File: config.mk
export PLATFORM = sky130hd
export DESIGN_NAME = fan_curve_with_smoothing_top
export DESIGN_NICKNAME = d
export VERILOG_FILES = /design/src/sv/fcs_pkg.sv /design/src/sv/fcs_div.sv /design/src/sv/fan_curve_with_smoothing_top.sv
export SDC_FILE = /design/constraint.sdc
export NUM_CORES = 1
export LEC_CHECK = 0
export BUFFER_PORTS_ARGS = -buffer_cell sky130_fd_sc_hd__buf_2
export CORE_MARGIN = 2
export CORE_UTILIZATION = 40
export DETAILED_ROUTE_END_ITERATION = 6
export PLACE_DENSITY = 0.64
export SYNTH_ARGS = -nofsm -noshare
export SYNTH_HDL_FRONTEND = slang
export SYNTH_SLANG_ARGS = --single-unit
File: constraint.sdc
create_clock -name clock -period 7.6 [get_ports clock]
set_input_delay 1.9 -clock clock [delete_from_list [all_inputs] [get_ports clock]]
set_output_delay 1.9 -clock clock [all_outputs]
set_load 0.02 [all_outputs]
File: src/sv/fcs_pkg.sv
// ----------------------------------------------------------------------------
// fcs_pkg
// Widths, constants and interface types shared by the fan curve modules.
// ----------------------------------------------------------------------------
package fcs_pkg;

   localparam int FRACTION_BITS = 8;

   localparam int TEMP_W   = 8;
   localparam int POWER_W  = 7;
   localparam int SMOOTH_W = POWER_W + FRACTION_BITS;
   localparam int NUMER_W  = TEMP_W + POWER_W + FRACTION_BITS;
   localparam int DIV_W    = SMOOTH_W + 2;
   localparam int REM_W    = TEMP_W + 1;
   localparam int STEP_W   = $clog2(DIV_W + 1);

   localparam logic [POWER_W-1:0]  FULL_POWER = {POWER_W{1'b1}};
   localparam logic [SMOOTH_W-1:0] FULL_LEVEL = SMOOTH_W'(FULL_POWER) << FRACTION_BITS;

   localparam logic [TEMP_W-1:0] LOW_RESET      = 8'd67;
   localparam logic [TEMP_W-1:0] HIGH_RESET     = 8'd78;
   localparam logic [TEMP_W-1:0] SMOOTH_DIVISOR = 8'd3;

   localparam int CSR_INDEX_W = 2;
   localparam logic [CSR_INDEX_W-1:0] CSR_LOW  = 2'd0;
   localparam logic [CSR_INDEX_W-1:0] CSR_HIGH = 2'd1;

   typedef struct packed {
      logic                start;
      logic [REM_W-1:0]    rem_init;
      logic [DIV_W-1:0]    numer;
      logic [TEMP_W-1:0]   divisor;
      logic [STEP_W-1:0]   steps;
   } fcs_div_req_type;

   typedef struct packed {
      logic                done;
      logic [DIV_W-1:0]    quot;
   } fcs_div_rsp_type;

endpackage

File: src/sv/fcs_div.sv
// ----------------------------------------------------------------------------
// fcs_div
// Bit-serial restoring divider: one quotient bit per cycle, numerator
// shifted in MSB first behind a preloaded partial remainder.
// ----------------------------------------------------------------------------
module fcs_div (
   input  logic                    clock,
   input  logic                    reset,
   input  fcs_pkg::fcs_div_req_type div_req,
   output fcs_pkg::fcs_div_rsp_type div_rsp
);
   import fcs_pkg::*;

   logic [REM_W-1:0]  rem_ff,  rem_in;
   logic [DIV_W-1:0]  num_ff,  num_in;
   logic [DIV_W-1:0]  quot_ff, quot_in;
   logic [TEMP_W-1:0] dvs_ff,  dvs_in;
   logic [STEP_W-1:0] cnt_ff,  cnt_in;
   logic              busy_ff, busy_in;
   logic              done_ff, done_in;

   logic [REM_W-1:0]  trial;
   logic              fits;

   // rem_ff is always below the divisor, so the trial fits in REM_W bits
   assign trial = {rem_ff[REM_W-2:0], num_ff[DIV_W-1]};
   assign fits  = trial >= {1'b0, dvs_ff};

   always_comb begin
      rem_in  = rem_ff;
      num_in  = num_ff;
      quot_in = quot_ff;
      dvs_in  = dvs_ff;
      cnt_in  = cnt_ff;
      busy_in = busy_ff;
      done_in = 1'b0;
      if (div_req.start) begin
         rem_in  = div_req.rem_init;
         num_in  = div_req.numer;
         quot_in = '0;
         dvs_in  = div_req.divisor;
         cnt_in  = div_req.steps;
         busy_in = 1'b1;
      end else if (busy_ff) begin
         rem_in  = fits ? trial - {1'b0, dvs_ff} : trial;
         num_in  = {num_ff[DIV_W-2:0], 1'b0};
         quot_in = {quot_ff[DIV_W-2:0], fits};
         cnt_in  = cnt_ff - 1'b1;
         if (cnt_ff == STEP_W'(1)) begin
            busy_in = 1'b0;
            done_in = 1'b1;
         end
      end
   end

   always_ff @(posedge clock) begin
      if (reset) begin
         busy_ff <= 1'b0;
         done_ff <= 1'b0;
         cnt_ff  <= '0;
      end else begin
         busy_ff <= busy_in;
         done_ff <= done_in;
         cnt_ff  <= cnt_in;
      end
   end

   always_ff @(posedge clock) begin
      rem_ff  <= rem_in;
      num_ff  <= num_in;
      quot_ff <= quot_in;
      dvs_ff  <= dvs_in;
   end

   assign div_rsp.done = done_ff;
   assign div_rsp.quot = quot_ff;

endmodule

File: src/sv/fan_curve_with_smoothing_top.sv
// ----------------------------------------------------------------------------
// fan_curve_with_smoothing_top
// Maps a temperature word to a linear fan power and smooths it as
// s = (2s + p) / 3 in fixed point; reports integer power and fan toggles.
// ----------------------------------------------------------------------------
//  channel   direction  handshake             payload
//  req       in         req_valid/req_stall   req_temperature
//  rsp       out        rsp_valid/rsp_stall   rsp_fan_power, rsp_sensor_error,
//                                             rsp_fan_toggled
//  csr       in         csr_write             csr_index, csr_wdata
//
//  One word at a time. A sample between the thresholds runs a 15-step curve
//  division and a 17-step divide by three, both on the one serial divider; a
//  sample at or outside a threshold runs only the divide by three, and a zero
//  sample runs neither. Sync active-high reset; thresholds return to 67 and 78.
//  A result held by rsp_stall waits in the output register; the next word is
//  taken meanwhile and its result waits in turn until that register frees.
// ----------------------------------------------------------------------------
module fan_curve_with_smoothing_top (
   input  logic                               clock,
   input  logic                               reset,
   input  logic                               req_valid,
   output logic                               req_stall,
   input  logic [fcs_pkg::TEMP_W-1:0]         req_temperature,
   output logic                               rsp_valid,
   input  logic                               rsp_stall,
   output logic [fcs_pkg::POWER_W-1:0]        rsp_fan_power,
   output logic                               rsp_sensor_error,
   output logic                               rsp_fan_toggled,
   input  logic                               csr_write,
   input  logic [fcs_pkg::CSR_INDEX_W-1:0]    csr_index,
   input  logic [fcs_pkg::TEMP_W-1:0]         csr_wdata
);
   import fcs_pkg::*;

   localparam logic [2:0] ST_IDLE     = 3'd0;
   localparam logic [2:0] ST_CURVE    = 3'd1;
   localparam logic [2:0] ST_SM_START = 3'd2;
   localparam logic [2:0] ST_SMOOTH   = 3'd3;
   localparam logic [2:0] ST_PUT      = 3'd4;

   logic [2:0]          state_ff, state_in;
   logic [TEMP_W-1:0]   low_ff, low_in;
   logic [TEMP_W-1:0]   high_ff, high_in;
   logic [SMOOTH_W-1:0] s_ff, s_in;
   logic                fan_on_ff, fan_on_in;
   logic [SMOOTH_W-1:0] p_ff, p_in;
   logic [POWER_W-1:0]  res_power_ff, res_power_in;
   logic                res_err_ff, res_err_in;
   logic                res_tog_ff, res_tog_in;
   logic                rsp_valid_ff, rsp_valid_in;
   logic [POWER_W-1:0]  rsp_power_ff, rsp_power_in;
   logic                rsp_err_ff, rsp_err_in;
   logic                rsp_tog_ff, rsp_tog_in;

   fcs_div_req_type     div_req;
   fcs_div_rsp_type     div_rsp;

   logic                    req_take;
   logic                    out_free;
   logic [TEMP_W-1:0]       diff;
   logic [TEMP_W+POWER_W-1:0] curve_prod;
   logic [NUMER_W-1:0]      curve_num;
   logic [POWER_W-1:0]      new_level;
   logic                    new_on;

   assign req_stall = state_ff != ST_IDLE;
   assign req_take  = req_valid && !req_stall;
   assign out_free  = !rsp_valid_ff || !rsp_stall;

   assign diff       = req_temperature - low_ff;
   assign curve_prod = (TEMP_W+POWER_W)'(diff) * (TEMP_W+POWER_W)'(FULL_POWER);
   assign curve_num  = NUMER_W'(curve_prod) << FRACTION_BITS;

   assign new_level = div_rsp.quot[SMOOTH_W-1:FRACTION_BITS];
   assign new_on    = new_level != '0;

   always_comb begin
      low_in  = low_ff;
      high_in = high_ff;
      if (csr_write) begin
         case (csr_index)
            CSR_LOW:  low_in  = csr_wdata;
            CSR_HIGH: high_in = csr_wdata;
            default:  ;
         endcase
      end
   end

   always_comb begin
      state_in     = state_ff;
      s_in         = s_ff;
      fan_on_in    = fan_on_ff;
      p_in         = p_ff;
      res_power_in = res_power_ff;
      res_err_in   = res_err_ff;
      res_tog_in   = res_tog_ff;
      div_req      = '0;
      case (state_ff)
         ST_IDLE: begin
            if (req_take) begin
               if (req_temperature == '0) begin
                  res_power_in = s_ff[SMOOTH_W-1:FRACTION_BITS];
                  res_err_in   = 1'b1;
                  res_tog_in   = 1'b0;
                  state_in     = ST_PUT;
               end else if (req_temperature <= low_ff) begin
                  p_in     = '0;
                  state_in = ST_SM_START;
               end else if (req_temperature >= high_ff) begin
                  p_in     = FULL_LEVEL;
                  state_in = ST_SM_START;
               end else begin
                  // top bits of the numerator are already below the span
                  div_req.start    = 1'b1;
                  div_req.rem_init = REM_W'(curve_num[NUMER_W-1:SMOOTH_W]);
                  div_req.numer    = {curve_num[SMOOTH_W-1:0], 2'b00};
                  div_req.divisor  = high_ff - low_ff;
                  div_req.steps    = STEP_W'(SMOOTH_W);
                  state_in         = ST_CURVE;
               end
            end
         end
         ST_CURVE: begin
            if (div_rsp.done) begin
               p_in     = div_rsp.quot[SMOOTH_W-1:0];
               state_in = ST_SM_START;
            end
         end
         ST_SM_START: begin
            div_req.start    = 1'b1;
            div_req.rem_init = '0;
            div_req.numer    = DIV_W'({s_ff, 1'b0}) + DIV_W'(p_ff);
            div_req.divisor  = SMOOTH_DIVISOR;
            div_req.steps    = STEP_W'(DIV_W);
            state_in         = ST_SMOOTH;
         end
         ST_SMOOTH: begin
            if (div_rsp.done) begin
               s_in         = div_rsp.quot[SMOOTH_W-1:0];
               res_power_in = new_level;
               res_err_in   = 1'b0;
               res_tog_in   = new_on != fan_on_ff;
               fan_on_in    = new_on;
               state_in     = ST_PUT;
            end
         end
         ST_PUT: begin
            if (out_free) begin
               state_in = ST_IDLE;
            end
         end
         default: begin
            state_in = ST_IDLE;
         end
      endcase
   end

   always_comb begin
      rsp_valid_in = rsp_valid_ff && rsp_stall;
      rsp_power_in = rsp_power_ff;
      rsp_err_in   = rsp_err_ff;
      rsp_tog_in   = rsp_tog_ff;
      if (state_ff == ST_PUT && out_free) begin
         rsp_valid_in = 1'b1;
         rsp_power_in = res_power_ff;
         rsp_err_in   = res_err_ff;
         rsp_tog_in   = res_tog_ff;
      end
   end

   always_ff @(posedge clock) begin
      if (reset) begin
         state_ff     <= ST_IDLE;
         low_ff       <= LOW_RESET;
         high_ff      <= HIGH_RESET;
         s_ff         <= '0;
         fan_on_ff    <= 1'b0;
         rsp_valid_ff <= 1'b0;
      end else begin
         state_ff     <= state_in;
         low_ff       <= low_in;
         high_ff      <= high_in;
         s_ff         <= s_in;
         fan_on_ff    <= fan_on_in;
         rsp_valid_ff <= rsp_valid_in;
      end
   end

   always_ff @(posedge clock) begin
      p_ff         <= p_in;
      res_power_ff <= res_power_in;
      res_err_ff   <= res_err_in;
      res_tog_ff   <= res_tog_in;
      rsp_power_ff <= rsp_power_in;
      rsp_err_ff   <= rsp_err_in;
      rsp_tog_ff   <= rsp_tog_in;
   end

   fcs_div u_div (
      .clock   (clock),
      .reset   (reset),
      .div_req (div_req),
      .div_rsp (div_rsp)
   );

   assign rsp_valid        = rsp_valid_ff;
   assign rsp_fan_power    = rsp_power_ff;
   assign rsp_sensor_error = rsp_err_ff;
   assign rsp_fan_toggled  = rsp_tog_ff;

endmodule

==> qor.txt <==
========================================================================================
Fin nets                                                                             983
Hold violation total from the final report                                             0
Number of buffers inserted during clock tree synthesis                                17
Cell area after synthesis                                                   0.008083 mm^2
Gr usage total                                                                    16.14%
Syn-to-layout area delta                                                          12.97%
Post-Place Cell Area                                                        0.008553 mm^2
Cell taking the most area after synthesis                                       edfxtp_1
Post-cts sizing count                                                                  0
Achievable frequency                                                           139.8 MHz
Sequential group share of total power                                              22.6%
Post-Synthesis Cells                                                                 820
Warnings from Yosys                                                                    0
Data required time at the worst endpoint                                         7.73 ns
VDD IR max                                                                      343.0 uV
Synthesized Nets                                                                     946
Clock tree from TritonCTS                                                          built
Number of global-route vias before repair                                           5765
Starting density of the core                                                      41.13%
CTS max path bufs                                                                      2
Leakage power                                                                   4.059 nW
EDFF count, synth                                                                     66
Portion of synthesized cell area occupied by the leading cell type                24.52%
Maximum capacitance violations                                                         0
Setup repair after global routing missed its margin                                false
Worst slack at placement                                                      0.03464 ns
DIE AREA                                                                    0.02136 mm^2
Sinks on the clock net                                                               124
Die height                                                                      146.2 um
WS Path Type                                                                input pin to flop
Die width                                                                       146.2 um
Wire length of the first global-routing pass                                    27.98 mm
Setup skew after layout                                                      0.007380 ns
Clock slew at reported path FFs                                                  0.06 ns
Sequential cell area fraction in the yosys report                                 38.89%
Final antenna-violating net count                                                      0
Cell chosen for the clock root                                                 clkbuf_16
Setup slack of the critical path after layout                                  0.4479 ns
Std-Cell Rows                                                                         51
DRC violation count after routing                                                      0
Switch Pwr                                                                      1.885 mW
Deepest level of the CTS H-tree                                                        4
DRT Wirelength                                                                  16.54 mm
Switching part of the total power                                                 42.29%
Dpl hpwl                                                                        12.37 mm
Final setup violation count                                                            0
Hold buffers post-CTS                                                                  0
Cell count after placement                                                          1103
Share of total power in combinational logic                                        59.7%
WHS                                                                            0.4230 ns
Global route total overflow                                                            0
Result of the run                                                           complete, no violations
Async S/R FF share, synth                                                             0%
Type of destination of the critical path                                            flop
Maximum number of pins on one net before global-route repair                          44
Post-synthesis sequential element count                                              124
Average wire per cell in the routed design                                      14.58 um
Total Neg Setup Slack                                                               0 ns
Post-Syn Area per Cell                                                        9.857 um^2
Transition time of the tightest slew-check pin                                  1.164 ns
Via total after detailed routing                                                    5789
Final min period                                                                7.152 ns
Count of final max-slew check failures                                                 0
Number of vias per cell after detailed routing                                     5.100
Antenna cells                                                                          0
Util after Layout                                                                 46.46%
Worst path arrival time                                                          7.29 ns
Leading post-synthesis cells by cell area                                   edfxtp_1 (25%), dfxtp_1 (14%), ha_1 (13%)
Critical path launch point type                                                input pin
Port-buffer cells                                                                     33
Placeable core area                                                         0.01965 mm^2
Total power                                                                     4.457 mW
Final cell area excluding filler cells                                      0.009131 mm^2
Clock network fraction of design power                                             17.7%
RePlAce Congestion                                                                0.8455
Main flop type after synthesis                                                  edfxtp_1
Fraction of layout instances using a drive strength above 1                       11.38%
Number of filler instances in the final layout                                      1877
Number of search-and-repair iterations in the first detailed-routing pass              4
RR Startpoint                                                                  low_ff[1]
Start point of the worst min-delay path                                     res_power_ff[3]
Crit path cell chain                                                        buf_2 > inv_1 > ha_1 > inv_1 > fa_1 > a21o_1 > a41oi_1 > nand2_1 > xnor2_2 > xor2_1 > ha_1 > inv_1 > fa_1 > fa_1 > inv_1 > ha_1 > ha_1 > a21o_1 > a2111oi_0 > nor2_1 > a311oi_1 > xor2_1 > o22ai_1
Number of post-CTS setup repair buffers                                                0
Cell area power density                                                     488.1 mW/mm^2
Relative slew slack                                                               22.27%
Total internal power                                                            2.572 mW
Antenna violations before repair                                                       0
Number of distinct library cells after synthesis                                      68
Crit share post-route                                                             94.11%
Class of the most critical hold timing path                                 flop to flop
CP Launch Point                                                             req_temperature[0]
Critical path's largest stage delay                                              0.56 ns
I/O pin total                                                                         34
Final instance count without filler cells                                           1135
Initial DRC Count                                                                    238
Cell with the most instances after synthesis                                        ha_1
Later-pin clock latency in the skew report                                       0.42 ns
Crit-path slowest cell                                                         a2111oi_0
CP max FO                                                                              5
Leading cell types by count after synthesis                                 ha_1 (85), inv_1 (83), nor2_1 (70)
========================================================================================
-- flip-flops by register name (all words and copies together), names as in the netlist, 3 cells and up --
name / flops
u_div.num_ff: 17
p_ff: 15
s_ff: 15
u_div.quot_ff: 15
high_ff: 8
low_ff: 8
u_div.dvs_ff: 8
u_div.rem_ff: 8
res_power_ff: 7
rsp_fan_power: 7
u_div.cnt_ff: 5
state_ff: 3
-- final timing paths --
path / end / slack (ns) / cells after the start
setup / recovery: u_div.rem_ff[6] / 0.45 / 23
hold / removal: rsp_fan_power[3] / 0.42 / 0
setup reg to reg: u_div.rem_ff[6] / 1.60 / 22
hold reg to reg: rsp_fan_power[3] / 0.42 / 0
-- critical path: cells and delay by family --
kind / cells / cell delay, ns
buffers and inverters: 5 / 0.40
adders and majority gates: 7 / 2.43
AOI/OAI and AO/OA: 6 / 1.69
and+or+nand+nor: 2 / 0.31
xor gates and xnor gates: 3 / 0.58
-- per-layer routing --
| metal | wire length [um] | GRT usage (%) | part of all wire [%] |
|---|---|---|---|
| met5 | 0 | 0 | 0 |
| met4 | 238 | 5.243 | 1.4 |
| met3 | 491 | 2.531 | 3.0 |
| met2 | 7736 | 27.29 | 47 |
| met1 | 8077 | 21.24 | 49 |
-- kinds of logic (layout without fill, tap and decap cells) --
family	count (synthesis)	count (layout)	share of synthesized area [%]
flops	124	124	38.89
fa+ha+maj	103	103	17.62
compound gates	190	190	15.60
buf+inv	109	159	5.217
xor+xnor	52	52	5.898
simple gates	211	211	12.83
mux	31	31	3.947
-- power groups by stage --
stage	sequential [mW]	clock, mW	combinational (mW)
final	1.01	0.787	2.66
after global routing	1.03	0.828	3.03
after CTS	1.01	0.805	2.69
after detailed placement	1.02	0	2.66
after global placement	1.02	0	2.64
after floorplan	0.987	0	2.17
-- cell usage in the layout, fill, tap and decap left out, types with 26 or more instances in the layout --
cell type	netlist	layout
ha_1	85	85
inv_1	83	83
nor2_1	70	70
edfxtp_1	66	66
nand2_1	59	59
dfxtp_1	58	58
a21oi_1	56	56
buf_2	4	33
a21o_1	32	32
xnor2_1	27	27
o21ai_0	27	26
-- final cells by class --
class,instances,area [um^2],area share [%]
flip-flops and latches,124,3143,34.42
repair buffers,43,240.2,2.631
inverters,84,315.3,3.453
well taps,265,331.6,3.631
multi-input cells,587,4523,49.53
clock inverters,15,152.6,1.672
clock buffers,17,425.4,4.659
Power figures use the tool's default switching activity.
